--- src/sv/uart_tx_ring_with_rts_pause_core_macros.svh ---
// Assertion macros for the transmit ring RTL (used by uttx_back).
// Expects clk and rst_n in the scope of each use; no other dependencies.
`ifndef UART_TX_RING_WITH_RTS_PAUSE_CORE_MACROS_SVH
`define UART_TX_RING_WITH_RTS_PAUSE_CORE_MACROS_SVH

// Check a consequence in the same cycle as its trigger
`define UTTX_ASSERT_NOW(label, ante, cons, msg) \
  label: assert property (@(posedge clk) disable iff (!rst_n) (ante) |-> (cons)) \
    else $error(msg);

// Check a consequence in the cycle after its trigger
`define UTTX_ASSERT_NEXT(label, ante, cons, msg) \
  label: assert property (@(posedge clk) disable iff (!rst_n) (ante) |=> (cons)) \
    else $error(msg);

`endif

--- src/sv/uttx_pkg.sv ---
// Shared constants and types for the UART transmit ring.
// No dependencies; used by every module.
package uttx_pkg;

  localparam int RING_DEPTH = 128;
  localparam int PTR_W      = $clog2(RING_DEPTH);
  localparam int CMP_W      = ((PTR_W > 8) ? PTR_W : 8) + 1;

  // Input opcodes
  localparam logic [1:0] OP_HEADER = 2'd0;
  localparam logic [1:0] OP_BYTE   = 2'd1;
  localparam logic [1:0] OP_EVENT  = 2'd2;
  localparam logic [1:0] OP_POLL   = 2'd3;

  typedef enum logic [1:0] {
    CMD_HEADER,
    CMD_BYTE,
    CMD_EVENT,
    CMD_POLL
  } cmd_kind_t;

  // Classified command passed from the front to the back
  typedef struct packed {
    cmd_kind_t   kind;
    logic [7:0]  frame_length;
    logic [7:0]  byte_value;
    logic        rts_busy;
    logic        len_over;
  } cmd_t;

  // Result fields held in the output register (the byte comes from the ring)
  typedef struct packed {
    logic        frame_accepted;
    logic        tx_valid;
    logic        irq_enabled;
    logic        tx_active;
    logic        busy_res;
    logic [6:0]  fill_level;
  } result_t;

endpackage

--- src/sv/uttx_if.sv ---
// Valid/ready channel interfaces for items and results of the transmit ring.
// Depends on nothing; payload widths are fixed by the item format.
interface uttx_in_if;
  logic        valid;
  logic        ready;
  logic [1:0]  opcode;
  logic [7:0]  frame_length;
  logic [7:0]  byte_value;
  logic        rts_busy;

  modport source (output valid, opcode, frame_length, byte_value, rts_busy, input ready);
  modport sink   (input valid, opcode, frame_length, byte_value, rts_busy, output ready);
endinterface

interface uttx_out_if;
  logic        valid;
  logic        ready;
  logic        frame_accepted;
  logic        tx_valid;
  logic [7:0]  tx_byte;
  logic        irq_enabled;
  logic        tx_active;
  logic        busy_res;
  logic [6:0]  fill_level;

  modport source (output valid, frame_accepted, tx_valid, tx_byte, irq_enabled,
                  tx_active, busy_res, fill_level, input ready);
  modport sink   (input valid, frame_accepted, tx_valid, tx_byte, irq_enabled,
                  tx_active, busy_res, fill_level, output ready);
endinterface

--- src/sv/uttx_front.sv ---
// Front end: takes input transfers and classifies them into commands.
// Depends on uttx_pkg and uttx_in_if.
module uttx_front import uttx_pkg::*; (
  uttx_in_if.sink   in_ch,
  output cmd_t      cmd,
  output logic      cmd_valid,
  input  logic      cmd_ready
);

  // Pass the handshake straight to the queue
  assign cmd_valid   = in_ch.valid;
  assign in_ch.ready = cmd_ready;

  // Decode the opcode and keep only the fields each kind uses
  always_comb begin
    cmd              = '0;
    cmd.rts_busy     = in_ch.rts_busy;
    case (in_ch.opcode)
      OP_HEADER: begin
        cmd.kind         = CMD_HEADER;
        cmd.frame_length = in_ch.frame_length;
        cmd.len_over     = CMP_W'(in_ch.frame_length) > CMP_W'(RING_DEPTH - 1);
      end
      OP_BYTE: begin
        cmd.kind       = CMD_BYTE;
        cmd.byte_value = in_ch.byte_value;
      end
      OP_EVENT: cmd.kind = CMD_EVENT;
      OP_POLL:  cmd.kind = CMD_POLL;
      default:  cmd.kind = CMD_POLL;
    endcase
  end

endmodule

--- src/sv/uttx_queue.sv ---
// Two-entry command queue between the front and the back.
// Depends on uttx_pkg.
module uttx_queue import uttx_pkg::*; (
  input  logic  clk,
  input  logic  rst_n,
  input  cmd_t  wr_cmd,
  input  logic  wr_valid,
  output logic  wr_ready,
  output cmd_t  rd_cmd,
  output logic  rd_valid,
  input  logic  rd_ready
);

  cmd_t        entry_r [2];
  logic        wr_ptr_r;
  logic        rd_ptr_r;
  logic [1:0]  count_r;
  logic        push;
  logic        pop;

  assign wr_ready = (count_r != 2'd2);
  assign rd_valid = (count_r != 2'd0);
  assign rd_cmd   = entry_r[rd_ptr_r];
  assign push     = wr_valid && wr_ready;
  assign pop      = rd_valid && rd_ready;

  // Store pushed commands
  always_ff @(posedge clk) begin
    if (push) begin
      entry_r[wr_ptr_r] <= wr_cmd;
    end
  end

  // Advance pointers and track occupancy
  always_ff @(posedge clk) begin
    if (!rst_n) begin
      wr_ptr_r <= 1'b0;
      rd_ptr_r <= 1'b0;
      count_r  <= 2'd0;
    end else begin
      if (push) wr_ptr_r <= ~wr_ptr_r;
      if (pop)  rd_ptr_r <= ~rd_ptr_r;
      case ({push, pop})
        2'b10:   count_r <= count_r + 2'd1;
        2'b01:   count_r <= count_r - 2'd1;
        default: count_r <= count_r;
      endcase
    end
  end

endmodule

--- src/sv/uttx_back.sv ---
// Back end: ring storage, frame admission, interrupt and RTS control, result register.
// Depends on uttx_pkg, uttx_out_if and the assertion macro header.
`include "uart_tx_ring_with_rts_pause_core_macros.svh"
module uttx_back import uttx_pkg::*; (
  input  logic        clk,
  input  logic        rst_n,
  input  cmd_t        cmd,
  input  logic        cmd_valid,
  output logic        cmd_ready,
  uttx_out_if.source  out_ch
);

  localparam logic [PTR_W-1:0] LAST_IDX = PTR_W'(RING_DEPTH - 1);

  logic [7:0]       ring_mem [RING_DEPTH];
  logic [7:0]       rd_data_r;

  logic [PTR_W-1:0] wp_r, wp_nxt;
  logic [PTR_W-1:0] rp_r, rp_nxt;
  logic [PTR_W-1:0] fill_r, fill_nxt;
  logic             active_r, active_nxt;
  logic             irq_r, irq_nxt;
  logic             adm_r, adm_nxt;
  logic [7:0]       rem_r, rem_nxt;
  logic             out_valid_r;
  result_t          res_r, res_nxt;

  logic             exec;
  logic             wr_en;
  logic             rd_en;
  logic             admit;
  logic [CMP_W-1:0] free_space;
  logic [CMP_W-1:0] fill_ext;
  logic             fill_ok;

  // Execute one command per cycle whenever the result register can take it
  assign exec      = cmd_valid && (!out_valid_r || out_ch.ready);
  assign cmd_ready = exec;

  assign free_space = CMP_W'(RING_DEPTH - 1) - CMP_W'(fill_r);
  assign admit      = !cmd.len_over && (CMP_W'(cmd.frame_length) <= free_space);

  // Next state for the command at the head of the queue
  always_comb begin
    wp_nxt     = wp_r;
    rp_nxt     = rp_r;
    fill_nxt   = fill_r;
    active_nxt = active_r;
    irq_nxt    = irq_r;
    adm_nxt    = adm_r;
    rem_nxt    = rem_r;
    wr_en      = 1'b0;
    rd_en      = 1'b0;
    res_nxt    = '0;
    case (cmd.kind)
      CMD_HEADER: begin
        res_nxt.frame_accepted = admit;
        if (admit) begin
          rem_nxt = cmd.frame_length;
          adm_nxt = (cmd.frame_length != 8'd0);
        end else begin
          rem_nxt = 8'd0;
          adm_nxt = 1'b0;
        end
      end
      CMD_BYTE: begin
        if (adm_r && (rem_r != 8'd0) && (fill_r != LAST_IDX)) begin
          wr_en    = 1'b1;
          wp_nxt   = (wp_r == LAST_IDX) ? '0 : wp_r + 1'b1;
          fill_nxt = fill_r + 1'b1;
          rem_nxt  = rem_r - 8'd1;
          // Last byte of the frame: start transmission if idle
          if (rem_r == 8'd1) begin
            adm_nxt = 1'b0;
            if (!active_r) begin
              active_nxt = 1'b1;
              irq_nxt    = 1'b1;
            end
          end
        end
      end
      CMD_EVENT: begin
        if (irq_r) begin
          if (fill_r == '0) begin
            irq_nxt    = 1'b0;
            active_nxt = 1'b0;
          end else if (cmd.rts_busy) begin
            irq_nxt = 1'b0;
          end else begin
            rd_en            = 1'b1;
            res_nxt.tx_valid = 1'b1;
            rp_nxt           = (rp_r == LAST_IDX) ? '0 : rp_r + 1'b1;
            fill_nxt         = fill_r - 1'b1;
          end
        end
      end
      CMD_POLL: begin
        if (active_r && !irq_r && !cmd.rts_busy) begin
          irq_nxt = 1'b1;
        end
      end
      default: begin
        res_nxt = '0;
      end
    endcase
    fill_ext            = CMP_W'(fill_nxt);
    res_nxt.irq_enabled = irq_nxt;
    res_nxt.tx_active   = active_nxt;
    res_nxt.busy_res    = active_nxt || (fill_nxt != '0);
    res_nxt.fill_level  = fill_ext[6:0];
  end

  // Ring write and registered read
  always_ff @(posedge clk) begin
    if (exec && wr_en) begin
      ring_mem[wp_r] <= cmd.byte_value;
    end
    if (exec && rd_en) begin
      rd_data_r <= ring_mem[rp_r];
    end
  end

  // Hold control state and the result register
  always_ff @(posedge clk) begin
    if (!rst_n) begin
      wp_r        <= '0;
      rp_r        <= '0;
      fill_r      <= '0;
      active_r    <= 1'b0;
      irq_r       <= 1'b0;
      adm_r       <= 1'b0;
      rem_r       <= 8'd0;
      out_valid_r <= 1'b0;
    end else begin
      if (exec) begin
        wp_r     <= wp_nxt;
        rp_r     <= rp_nxt;
        fill_r   <= fill_nxt;
        active_r <= active_nxt;
        irq_r    <= irq_nxt;
        adm_r    <= adm_nxt;
        rem_r    <= rem_nxt;
      end
      if (exec) begin
        out_valid_r <= 1'b1;
      end else if (out_ch.ready) begin
        out_valid_r <= 1'b0;
      end
    end
  end

  always_ff @(posedge clk) begin
    if (exec) begin
      res_r <= res_nxt;
    end
  end

  // Drive the result channel
  assign out_ch.valid          = out_valid_r;
  assign out_ch.frame_accepted = res_r.frame_accepted;
  assign out_ch.tx_valid       = res_r.tx_valid;
  assign out_ch.tx_byte        = res_r.tx_valid ? rd_data_r : 8'd0;
  assign out_ch.irq_enabled    = res_r.irq_enabled;
  assign out_ch.tx_active      = res_r.tx_active;
  assign out_ch.busy_res       = res_r.busy_res;
  assign out_ch.fill_level     = res_r.fill_level;

  // Fill count must agree with the distance between the pointers
  assign fill_ok = (wp_r >= rp_r) ? (fill_r == wp_r - rp_r)
                 : (CMP_W'(fill_r) == CMP_W'(wp_r) + CMP_W'(RING_DEPTH) - CMP_W'(rp_r));

  `UTTX_ASSERT_NOW(a_fill_matches_ptrs, 1'b1, fill_ok, "fill count disagrees with pointers")
  `UTTX_ASSERT_NOW(a_irq_needs_active, irq_r, active_r, "interrupt enabled while idle")
  `UTTX_ASSERT_NOW(a_admitted_has_bytes, adm_r, (rem_r != 8'd0), "admitted, no bytes left")
  `UTTX_ASSERT_NEXT(a_emit_shows_byte, (exec && rd_en), (out_valid_r && res_r.tx_valid), "no byte")

endmodule

--- src/sv/uart_tx_ring_with_rts_pause_core.sv ---
// UART transmit ring with RTS pause: top level.
// Depends on uttx_pkg, uttx_if, uttx_front, uttx_queue and uttx_back.
//
// Usage:
//   in_ch carries one item per transfer: frame header, frame byte, TX-empty
//   event or poll tick, with the partner's RTS level. out_ch returns exactly
//   one result per item, in order: admission flag, the byte sent (if any),
//   interrupt enable, active flag, busy flag and ring fill level.
//   The ring has 128 cells and holds at most 127 waiting bytes.
// Pipeline:
//   An item passes through a queue entry and then the result register. The
//   single execute stage takes one item per cycle unless out_ch stalls, so
//   items may be sent back to back.
// Stall:
//   A two-entry queue sits between the front and back ends. While out_ch is
//   stalled the result register holds, the queue fills, and in_ch.ready
//   drops once both entries are taken.
// Reset:
//   rst_n (synchronous, active low) empties the ring and queue and clears all
//   flags; ring cells are not cleared and none is read before it is written.
module uart_tx_ring_with_rts_pause_core import uttx_pkg::*; (
  input  logic        clk,
  input  logic        rst_n,
  uttx_in_if.sink     in_ch,
  uttx_out_if.source  out_ch
);

  cmd_t  front_cmd;
  logic  front_valid;
  logic  front_ready;
  cmd_t  back_cmd;
  logic  back_valid;
  logic  back_ready;

  // Classify incoming items
  uttx_front u_front (
    .in_ch     (in_ch),
    .cmd       (front_cmd),
    .cmd_valid (front_valid),
    .cmd_ready (front_ready)
  );

  // Decouple front and back
  uttx_queue u_queue (
    .clk      (clk),
    .rst_n    (rst_n),
    .wr_cmd   (front_cmd),
    .wr_valid (front_valid),
    .wr_ready (front_ready),
    .rd_cmd   (back_cmd),
    .rd_valid (back_valid),
    .rd_ready (back_ready)
  );

  // Execute commands against the ring
  uttx_back u_back (
    .clk       (clk),
    .rst_n     (rst_n),
    .cmd       (back_cmd),
    .cmd_valid (back_valid),
    .cmd_ready (back_ready),
    .out_ch    (out_ch)
  );

endmodule

--- src/flat_wrapper.sv ---
// flat-port wrapper written by rule: the top's interface ports become plain ports
module uart_tx_ring_with_rts_pause_core_flat import uttx_pkg::*;
  (clk, rst_n, in_ch_valid, in_ch_opcode, in_ch_frame_length, in_ch_byte_value, in_ch_rts_busy, in_ch_ready, out_ch_valid, out_ch_frame_accepted, out_ch_tx_valid, out_ch_tx_byte, out_ch_irq_enabled, out_ch_tx_active, out_ch_busy_res, out_ch_fill_level, out_ch_ready);
  uttx_in_if in_ch_i ();
  uttx_out_if out_ch_i ();
  input  logic clk;
  input  logic rst_n;
  input wire logic [$bits(in_ch_i.valid)-1:0] in_ch_valid;
  input wire logic [$bits(in_ch_i.opcode)-1:0] in_ch_opcode;
  input wire logic [$bits(in_ch_i.frame_length)-1:0] in_ch_frame_length;
  input wire logic [$bits(in_ch_i.byte_value)-1:0] in_ch_byte_value;
  input wire logic [$bits(in_ch_i.rts_busy)-1:0] in_ch_rts_busy;
  output wire logic [$bits(in_ch_i.ready)-1:0] in_ch_ready;
  output wire logic [$bits(out_ch_i.valid)-1:0] out_ch_valid;
  output wire logic [$bits(out_ch_i.frame_accepted)-1:0] out_ch_frame_accepted;
  output wire logic [$bits(out_ch_i.tx_valid)-1:0] out_ch_tx_valid;
  output wire logic [$bits(out_ch_i.tx_byte)-1:0] out_ch_tx_byte;
  output wire logic [$bits(out_ch_i.irq_enabled)-1:0] out_ch_irq_enabled;
  output wire logic [$bits(out_ch_i.tx_active)-1:0] out_ch_tx_active;
  output wire logic [$bits(out_ch_i.busy_res)-1:0] out_ch_busy_res;
  output wire logic [$bits(out_ch_i.fill_level)-1:0] out_ch_fill_level;
  input wire logic [$bits(out_ch_i.ready)-1:0] out_ch_ready;
  assign in_ch_i.valid = in_ch_valid;
  assign in_ch_i.opcode = in_ch_opcode;
  assign in_ch_i.frame_length = in_ch_frame_length;
  assign in_ch_i.byte_value = in_ch_byte_value;
  assign in_ch_i.rts_busy = in_ch_rts_busy;
  assign in_ch_ready = in_ch_i.ready;
  assign out_ch_valid = out_ch_i.valid;
  assign out_ch_frame_accepted = out_ch_i.frame_accepted;
  assign out_ch_tx_valid = out_ch_i.tx_valid;
  assign out_ch_tx_byte = out_ch_i.tx_byte;
  assign out_ch_irq_enabled = out_ch_i.irq_enabled;
  assign out_ch_tx_active = out_ch_i.tx_active;
  assign out_ch_busy_res = out_ch_i.busy_res;
  assign out_ch_fill_level = out_ch_i.fill_level;
  assign out_ch_i.ready = out_ch_ready;
  uart_tx_ring_with_rts_pause_core u_core (.clk(clk), .rst_n(rst_n), .in_ch(in_ch_i), .out_ch(out_ch_i));
endmodule
--- config.mk ---
export PLATFORM = sky130hd
export DESIGN_NAME = uart_tx_ring_with_rts_pause_core_flat
export DESIGN_NICKNAME = d
export VERILOG_FILES = /design/src/sv/uttx_pkg.sv /design/src/sv/uttx_if.sv /design/src/sv/uttx_front.sv /design/src/sv/uttx_queue.sv /design/src/sv/uttx_back.sv /design/src/sv/uart_tx_ring_with_rts_pause_core.sv /design/src/flat_wrapper.sv
export VERILOG_INCLUDE_DIRS = /design/src /design/src/sv
export SDC_FILE = /design/constraint.sdc
export NUM_CORES = 1
export LEC_CHECK = 0
export BUFFER_PORTS_ARGS = -buffer_cell sky130_fd_sc_hd__buf_2
export CORE_MARGIN = 4
export CORE_UTILIZATION = 57
export CTS_BUF_LIST = sky130_fd_sc_hd__clkbuf_16
export DETAILED_ROUTE_END_ITERATION = 8
export PLACE_DENSITY = 0.86
export RECOVER_POWER = 25
export SETUP_SLACK_MARGIN = 0.02
export SYNTH_ARGS = -nofsm -noshare
export SYNTH_HDL_FRONTEND = slang
export SYNTH_SLANG_ARGS = --single-unit
--- constraint.sdc ---
create_clock -name clk -period 3.6 [get_ports clk]
set_clock_uncertainty 0.1 [all_clocks]
set_input_delay 0.54 -clock clk [delete_from_list [all_inputs] [get_ports clk]]
set_output_delay 0.54 -clock clk [all_outputs]
set_load 0.01 [all_outputs]
* Word level (Yosys, flattened, before mapping)
Memory sizes are Yosys's and may differ from the RTL's. A register that Yosys moved wholly into a read port is not among the register bits.
Cells that the tools add are included.
** Cells by class
- Bitwise operators :: 4
- Eq/ne operators :: 15
- Muxes and demuxes :: 44
- Add/sub/neg operators :: 8
- Order comparisons :: 2
- Reduce and logical (&&, ||, !) cells :: 30
** Operator list (count)
- two-way mux 7 bit :: 6
- two-way mux 8 bit :: 5
- two-way mux 1 bit :: 26
- adder 7 x 1 -> 7 bit (second input constant) :: 3
- case mux 8 bit (2 select lines) :: 1
- nonzero test 8 bit :: 2
- equality test 7 bit (second input constant) :: 2
- case mux 7 bit (2 select lines) :: 1
- equality test 2 bit (second input constant) :: 5
- logical AND 1 bit :: 10
- <= comparator 8 x 9 -> 1 bit :: 1
- equality test 8 x 1 -> 1 bit (second input constant) :: 1
- > comparator 8 x 7 -> 1 bit (second input constant) :: 1
- case mux 2 bit (4 select lines) :: 1
- nonzero test 2 bit :: 4
- subtractor 7 x 7 -> 8 bit (first input constant) :: 1
- subtractor 8 x 1 -> 8 bit (second input constant) :: 1
- logical NOT 7 bit :: 1
- != test 7 bit (second input constant) :: 1
- nonzero test 7 bit :: 1
- subtractor 7 x 1 -> 7 bit (second input constant) :: 1
- equality test 2 x 1 -> 1 bit (second input constant) :: 3
- != test 2 bit (second input constant) :: 3
- AND reduction 3 bit :: 2
- 11 further kinds :: 20
** Storage, ports and cells
- Memories :: 2
- Bits of input ports :: 23
- Logic and storage cells :: 122
- Memory bits (writable) :: 1064
- Bits in registers :: 49
- Output and inout bits :: 22
** Memories
- u_core.u_back.ring_mem :: depth 128, bits a word 8, read ports 1, clocked after Yosys merged registers in 1, wr ports 1, line uttx_back.sv:15 : logic [7:0] ring_mem [RING_DEPTH];
- u_core.u_queue.entry_r :: depth 2, bits a word 20, read ports 1, clocked after Yosys merged registers in 1, wr ports 1, line uttx_queue.sv:14 : cmd_t entry_r [2];

* Depth between registers and ports, before layout
Gate-level depths: netlist (run 1).
- Word-level depth :: 8
- Depth in mapped cells :: 12
- Depth with buffers taken out :: 9

* Cells and area by module
Synthesis (run 1) repeated with hierarchy kept, for this count alone.
** Second synthesis, totals
- Cells, all modules :: 2367
- Area total of the unflattened synthesis :: 45015.7 µm²
** Modules (own cells, without submodules)
- uttx_back :: seq. area each 32010.7 µm², cells an instance 2257, area each 43145.1 µm², times used 1
- uttx_queue :: seq. area each 1301.2 µm², cells an instance 86, area each 1671.6 µm², times used 1
- uttx_front :: seq. area each 0.0 µm², cells an instance 24, area each 198.9 µm², times used 1

* Worst setup path before layout (run 1)
No wires, ideal clock.
- Kind :: register to register
- Start point :: reg with a tool-made name
- End point :: mem u_core.u_back.ring_mem[119][0], enable pin
- Setup slack :: -0.239 ns
- Setup time :: 0.370 ns
- Cell stages (with the launch flop) :: 12
- Required time :: 3.130 ns
- Period minus slack after synthesis :: 3.839 ns
- Path buffers :: 5
- Arrival time :: 3.369 ns
- Cells stage by stage :: dfxtp_1 > buf_1 > buf_1 > mux2i_1 > ha_1 > clkbuf_1 > inv_1 > nor4_1 > buf_2 > nand2_1 > buf_2 > nor2_1
** RTL lines (line)
- to (decl) :: uttx_back.sv:15

==> results.md, run 1 <==
Status:
- The run finished, with violations left.
- The final reports fail on capacitance limit, slew limit.

Global routing:
- The remaining global-route overflow is 0.
- The initial antenna violation count came to 2.
- The via count of the first global-routing pass came to 25819.
- The wire length of the first global-routing pass is 171300 um.
- The total global-route track usage is 27.92%.
- The pin count of the biggest net entering global routing is 104.

Worst setup path:
- The kind of critical path is reg2reg.
- The total buffers and inverters traversed by the critical path is 2.
- The cell count of the worst reg-to-reg path is 3.
- The required time of the worst setup path is 3.87 ns.
- In this run the critical register-to-register path is captured at u_core.u_back.ring_mem[44][4].
- The worst setup path is captured at a flip-flop.
- The critical path goes through buf_4 -> mux2_1 -> buf_2.
- The largest fanout on the critical path is 45.
- The startpoint type of the worst setup path is a flip-flop.
- The worst setup slack for register-to-register paths is 0.08 ns.
- The largest single stage delay on the critical path is 1.54 ns.
- Grouping stages by cell kind, the critical path spends the most delay in multiplexers.
- The critical path data arrival time is 3.79 ns.
- On the critical path, the stage with the largest delay is an instance of mux2_1.

Clock tree:
- The count of clock tree sinks is 1122.
- The total number of H-tree levels is 3.
- After clock tree synthesis, the clock-pin slew on the worst setup and hold paths is 0.06 ns.
- Buffers inserted during clock tree synthesis total 106.
- Post-CTS repair changed the size of 0 cells.
- TritonCTS built the clock tree.
- CTS placed an instance of clkbuf_16 at the clock tree root.
- No sink is reached through more buffers than the 3 on the longest clock path.
- For the worst-skew pair, the clock arrives at the later sink with an insertion delay of 0.67 ns.

Final layout:
- The area growth from synthesis to layout is 13.43%.
- The fraction of layout cells with a size suffix above 1 is 24.13%.
- In the final design database the tool counted 2694 nets.
- The finished layout cell area is 51050 sq um.
- The number of fill cells in the layout is 4765.

Timing:
- The fmax is 283.8 MHz.
- Setup repair after global routing left no endpoint under its margin.
- The final count of pins violating max slew came to 267.
- The normalized max-slew margin is -50.52%.
- The actual slew at the worst max-slew pin is 2.258 ns.
- The worst path uses 97.89% of the clock period.
- The minimum clock period after layout is 3.524 ns.
- The final hold violation count is 0.
- Setup slack closes at 0.07606 ns.
- After routing, the total negative slack on setup checks comes to 0 ns.
- The number of endpoints failing setup at the final stage is 0.

Die:
- The x dimension of the die is 289.0 um.
- The floorplan step defined a die boundary enclosing 83530 sq um.
- Once the floorplan was initialized, standard cells occupied 57.82% of the core.
- The die outline height is 289.0 um.
- After floorplanning, the core was divided into 102 placement rows.
- The core region is 77850 sq um.
- During I/O placement, the number of pins put on the boundary was 45.

Synthesis:
- The share of Yosys cell area claimed by the top area cell type is 72.32%.
- The share of synthesized area occupied by flip-flops and latches is 74.01%.
- The count of unique library cells instantiated by Yosys is 82.
- Of all cell types, the one taking the most synthesized area is edfxtp_1.
- A synthesized cell averages 18.81 sq um.
- The number of warning messages in the yosys log is 0.
- The synthesized design contains 1084 enable-type register cells.
- For this run, the leading register cell type out of synthesis is edfxtp_1.
- The gate count of the mapped netlist is 2393.
- After synthesis the cells add up to 45010 sq um.
- In the post-synthesis netlist, the biggest area contributors are edfxtp_1, mux4_2, mux2i_1.
- The most common cell in the synthesized netlist is edfxtp_1.
- After synthesis, the share of flip-flops with an asynchronous set or reset is 0%.
- By count the netlist is led by edfxtp_1, mux4_2, nor2_1.
- The number of storage elements in the synthesis netlist is 1122.
- The number of nets in the synthesized netlist is 2435.

Drt:
- The first detailed-routing pass took 7 iterations.
- For this block, the initial DRC count from the detailed router was 4066.
- In this run the remaining antenna-violating nets after routing total 0.
- The average wire per standard cell is 30.58 um.
- In the routed layout, each cell is associated on average with a via count of 6.810.
- The total detailed-routing wirelength is 115600 um.
- The routed layout has 25741 vias.
- In the routed design, unresolved DRC markers number 0.

Placement:
- Before CTS, the worst setup slack after placement is 0.3208 ns.
- The post-detailed-placement half-perimeter wirelength is 71760 um.
- The weighted congestion reported at the end of routability-driven placement is 0.9467.
- The cell area after placement is 47730 sq um.
- Input and output buffers added on the ports amount to 44.

Min path:
- The number of cells traversed by the worst hold path is 2.
- The beginning of the worst hold path is in_ch_frame_length[3].
- The path class of the tightest hold or removal check is in2reg.
- The worst hold path terminates at u_core.u_queue.entry_r[1][13].

Power and ir drop:
- Dividing total power by cell area gives a power density of 571.6 nW/um^2.
- In this run the static leakage power is 16.28 nW.
- IR analysis of the VDD net gives a maximum drop of 0.0005241 V.

Job:
- The max-capacitance violation count is 5.
## metrics by stage
stage	hold slack, ns	std cells	util [%]	total power [mW]
floorplan	0.3582	2393	-	17.35
global placement	0.3878	3583	61.32	18.46
detailed placement	0.4028	3583	61.32	18.60
CTS	0.004947	3779	65.66	29.24
global route	0.08535	3779	65.58	30.08
finish	0.1047	3780	65.58	29.18
## sequential cells by signal (all words and copies together), names as in the netlist, named ones only
signal,count
u_core.u_back.out_ch.tx_active,1
u_core.u_back.out_ch.irq_enabled,1
u_core.u_queue.rd_ptr_r,1
u_core.u_back.out_ch.valid,1
u_core.u_queue.wr_ptr_r,1
u_core.u_back.out_ch.tx_valid,1
u_core.u_back.adm_r,1
u_core.u_back.irq_r,1
u_core.u_back.rem_r,8
u_core.u_back.rd_data_r,8
u_core.u_queue.count_r,2
u_core.u_back.rp_r,7
u_core.u_back.active_r,1
u_core.u_back.out_ch.frame_accepted,1
u_core.u_back.out_ch.busy_res,1
u_core.u_back.wp_r,7
u_core.u_queue.entry_r,40
u_core.u_back.fill_r,7
u_core.u_back.out_ch.fill_level,7
u_core.u_back.ring_mem,1024
## cell type report
type / instances / area (sq um) / share of cell area [%]
Antenna cell: 1 / 2.502 / 0.004901
Clock buffer: 106 / 2653 / 5.196
Clock inverter: 89 / 715.7 / 1.402
Inverter: 26 / 97.59 / 0.1912
Multi-Input combinational cell: 1107 / 10730 / 21.01
Sequential cell: 1122 / 33320 / 65.27
Tap cell: 1040 / 1301 / 2.549
Timing Repair Buffer: 289 / 2236 / 4.379
## logic make-up (layout without fill, tap and decap cells)
kind of cell	Yosys count	after routing	share of synthesized area [%]
XOR/XNOR	17	17	0.3308
adder cells (fa/ha/maj)	19	19	0.5282
buffers and inverters	164	510	2.207
AO/OA/AOI/OAI	263	263	4.103
AND/OR/NAND/NOR	443	443	4.551
multiplexers	365	365	14.27
other	0	1	0
flip-flops	1122	1122	74.01
## what timing repair did
item / CTS / global route
hold buffers: 1 / 0
setup buffers: 0 / 0
hold endpoints to repair: 2 / 0
## report_power, final
part           internal, mW  total (mW)  switching [mW]  leakage, nW
combinational         0.520        2.62            2.10         4.44
clock                  5.96        10.8            4.84         1.72
sequential             15.6        15.8           0.137         10.1
total                  22.1        29.2            7.08         16.3
## routing by layer
layer / part of all wire, % / global-route usage, %
met1: 34 / 36.55
met2: 48 / 44.46
met3: 12 / 7.443
met4: 5.8 / 12.85
met5: 0 / 0
## cells in the final DEF, fill, tap and decap left out, drive strengths merged, types with 19 or more instances in the layout
cell type | Yosys | layout
ha | 19 | 19
a21oi | 60 | 60
o21ai | 37 | 37
clkbuf | 50 | 126
mux4 | 217 | 217
nand2 | 88 | 88
dfxtp | 38 | 38
inv | 25 | 45
and2 | 31 | 31
o221ai | 23 | 23
nor2 | 202 | 202
mux2i | 137 | 137
edfxtp | 1084 | 1084
nand3 | 33 | 33
a221oi | 20 | 20
clkinv | 1 | 56
buf | 88 | 268
## how the worst max path moves through the flow
| stage | end | from | cells past startpoint | slack [ns] |
|---|---|---|---|---|
| 2_1_floorplan | u_core.u_back.ring_mem[119][0] | flip-flop | 11 | -0.11 |
| 3_3_place_gp | u_core.u_back.ring_mem[34][3] | flip-flop | 8 | 0.48 |
| 3_5_place_dp | u_core.u_back.ring_mem[34][6] | flip-flop | 8 | 0.32 |
| 4_1_cts | u_core.u_back.ring_mem[66][0] | flip-flop | 7 | 0.31 |
| 5_1_grt | u_core.u_back.ring_mem[44][4] | flip-flop | 3 | 0.04 |
| 6_report | u_core.u_back.ring_mem[44][4] | flip-flop | 3 | 0.08 |
Note: power is estimated with default switching activity, not from simulation.
==> inputs of run 2 (changes only) <==
- BUFFER_PORTS_ARGS: -buffer_cell sky130_fd_sc_hd__buf_2 -> -buffer_cell sky130_fd_sc_hd__clkbuf_2
==> run 2 against run 1 <==
Net effect:
- sequential share of layout area rose by 0.27 points
- the flow still finishes with violations (capacitance limit, slew limit)
- die area did not move
- critical endpoint is now u_core.u_back.rd_data_r[7]
- combinational power fell by 3%
- register-to-register slack improved by 0.03 ns
- fmax rose by 0.80%
- worst setup slack improved by 0.028 ns
==> results.md, run 2 (synthesis gave the netlist of run 1 again) <==
Global routing:
- The total global-route track usage is 27.34% (was 27.92%).
- The layer with the highest usage after global routing was met2 (unchanged).
- The routing usage on met2 is 42.97% (was 44.46%).
- The initial antenna violation count is 2 (unchanged).
- The remaining global-route overflow is 0 (unchanged).
- The pin count of the biggest net entering global routing is 85 (was 104).
- The via count of the first global-routing pass is 25733 (was 25819).
- The met1 capacity usage during global routing is 36.20% (was 36.55%).
- The global-route met3 utilization is 6.530% (was 7.443%).
- The wire length of the first global-routing pass is 168100 um (was 171300 um).

Die:
- The die footprint was 83530 sq um (unchanged).
- The die outline height is 289.0 um (unchanged).
- The count of standard-cell rows is 102 (unchanged).
- The starting density of the core is 57.82% (unchanged).
- The x dimension of the die was 289.0 um (unchanged).
- The count of pins on the block boundary was 45 (unchanged).
- The area of the core was 77850 sq um (unchanged).

Final layout:
- The area growth from synthesis to layout is 12.95% (was 13.43%).
- The number of nets in the layout is 2675 (was 2694).
- The most common cell after layout, fill and taps aside is edfxtp_1 (unchanged).
- The sequential cell area is 33320 sq um (unchanged).
- The area of the multi-input gates is 10720 sq um (was 10730 sq um).
- The final instance count without filler cells is 3760 (was 3780).
- The largest register by flop count is u_core.u_back.ring_mem (unchanged).
- The fraction of layout cells with a size suffix above 1 was 23.06% (was 24.13%).
- The post-route core utilization is 65.31% (was 65.58%).
- The number of fill cells in the layout was 4779 (was 4765).
- Top Registers: u_core.u_back.ring_mem: 1024 flops, u_core.u_queue.entry_r: 40 flops (unchanged).
- The number of flip-flops under the largest register name was 1024 (unchanged).
- Commonest cells after routing, fill and taps aside: edfxtp_1, mux4_2, buf_4, nor2_1, mux2i_1 (was edfxtp_1, buf_4, mux4_2, nor2_1, mux2i_1).

Min path:
- The path class of the lowest-slack min-delay path is in2reg (unchanged).

Timing:
- The actual slew at the worst max-slew pin is 2.429 ns (was 2.258 ns).
- Unrepaired setup endpoints after global routing: no (unchanged).
- The final hold violation count is 0 (unchanged).
- The normalized max-slew margin came to -61.93% (was -50.52%).
- The share of the cycle needed by the critical path after routing is 97.11% (was 97.89%).
- The tightest hold margin is 0.1004 ns (was 0.1047 ns).
- The fmax is 286.0 MHz (was 283.8 MHz).
- The setup slack of the critical path after layout was 0.1039 ns (was 0.07606 ns).
- The number of endpoints failing setup at the final stage is 0 (unchanged).
- The minimum clock period after layout was 3.496 ns (was 3.524 ns).
- The final count of pins violating max slew is 289 (was 267).

Drt:
- The average wire per standard cell came to 30.34 um (was 30.58 um).
- The total iterations of the first detailed-routing run is 8 (was 7).
- The number of nets with antenna violations after detailed routing is 0 (unchanged).
- The vias after detailed routing is 25577 (was 25741).
- The vias per cell is 6.802 (was 6.810).
- The total detailed-routing wirelength is 114100 um (was 115600 um).
- The count of unresolved DRC violations after routing is 0 (unchanged).
- The first-iteration detailed-routing DRC count is 4109 (was 4066).

Worst setup path:
- The startpoint type of the worst setup path was a flip-flop (unchanged).
- The type of element capturing the critical path was a flip-flop (unchanged).
- The kind of critical path was reg2reg (unchanged).
- The largest fanout on the critical path is 26 (was 45).
- The required time of the worst setup path is 3.89 ns (was 3.87 ns).
- The critical path data arrival time came to 3.78 ns (was 3.79 ns).

Clock tree:
- The count of clock tree sinks is 1122 (unchanged).
- The number of buffers inserted to repair setup after CTS is 0 (unchanged).
- The number of buffers created by CTS was 104 (was 106).
- The clock transition at the registers of the reported paths is 0.07 ns (was 0.06 ns).
- The buffer depth of the longest clock path was 3 (unchanged).
- The later-pin clock latency in the skew report is 0.66 ns (was 0.67 ns).
- The clock tree from TritonCTS was built (unchanged).
- The total number of H-tree levels was 3 (unchanged).
- The root buffer selected by CTS is clkbuf_16 (unchanged).

Placement:
- The number of cells after detailed placement is 3566 (was 3583).
- The quantity of I/O buffers inserted on ports came to 44 (unchanged).
- The worst setup slack before clock tree synthesis is 0.2737 ns (was 0.3208 ns).
- The weighted congestion reported at the end of routability-driven placement is 0.9486 (was 0.9467).
- The post-detailed-placement half-perimeter wirelength is 69530 um (was 71760 um).

Status:
- Violated checks: capacitance limit, slew limit (unchanged).
- Status: finished, violations left (unchanged).

Power and ir drop:
- The leakage power figure is 16.18 nW (was 16.28 nW).
- The power density normalized to cell area is 569.7 nW/um^2 (was 571.6 nW/um^2).
- The maximum VDD drop is 0.0005374 V (was 0.0005241 V).

Job:
- The max-capacitance violation count was 6 (was 5).
==> run 2: cell types whose count changed in the layout (fill, tap and decap cells not counted), moves of 3 or more <==
cell	previous run	this run
clkinv_1	24	31
buf_4	221	206
clkinvlp_4	6	3
buf_2	30	0
clkbuf_2	1	31
clkinv_2	25	13
inv_1	41	49
inv_6	0	3
==> run 2: stage by stage <==
| step | power, mW | TNS [ns] | area, sq um |
|---|---|---|---|
| 2_1_floorplan | 17.35 | -17.59 | 45020 |
| 3_3_place_gp | 18.38 | 0 | 47610 |
| 3_5_place_dp | 18.55 | 0 | 47610 |
| 4_1_cts | 29.01 | 0 | 50910 |
| 5_1_grt | 29.80 | 0 | 50840 |
| 6_report | 28.96 | 0 | 50840 |
==> run 2: routing by layer <==
metal | wire length (um) | share of wire (%)
met5 | 9 | 0.0079
met4 | 7436 | 6.5
met3 | 13530 | 12
met2 | 54020 | 47
met1 | 39070 | 34
==> run 2: critical path, cell delays in order (launching register included) <==
cell      delay (ns)
dfxtp_4         0.75
buf_12          0.31
mux4_2          0.58
mux4_2          0.49
nor2_1          0.17
a211oi_1        0.07
a211oi_1        0.60
a21oi_1         0.11
==> run 2: area by class of cell <==
type | instances | area share, %
clock inverters | 87 | 1.314
diodes | 1 | 0.004922
multi-input cells | 1107 | 21.09
inverters | 26 | 0.1920
clock buffers | 105 | 5.168
repair buffers | 272 | 4.130
flip-flops and latches | 1122 | 65.54
well taps | 1040 | 2.559
==> run 2: where the power goes <==
| part | leakage [nW] | switching [mW] | total [mW] | internal (mW) |
|---|---|---|---|---|
| logic | 4.36 | 2.03 | 2.54 | 0.511 |
| clock network | 1.70 | 4.71 | 10.7 | 5.94 |
| registers | 10.1 | 0.151 | 15.8 | 15.6 |
==> run 2: final timing paths <==
check / slack (ns) / to / cells after the start / startpoint
worst max-delay path: 0.10 / u_core.u_back.rd_data_r[7] / 7 / u_core.u_back.rp_r[0]
worst max register to register: 0.10 / u_core.u_back.rd_data_r[7] / 7 / u_core.u_back.rp_r[0]
worst min register to register: 0.41 / u_core.u_back.active_r / 2 / u_core.u_back.active_r
worst min-delay path: 0.10 / u_core.u_queue.entry_r[0][18] / 1 / in_ch_opcode[0]
==> run 2: timing repair <==
action                    in CTS  in global routing
hold buffers                   1                  0
gates resized for setup        0                  0
hold endpoints to repair       2                  0
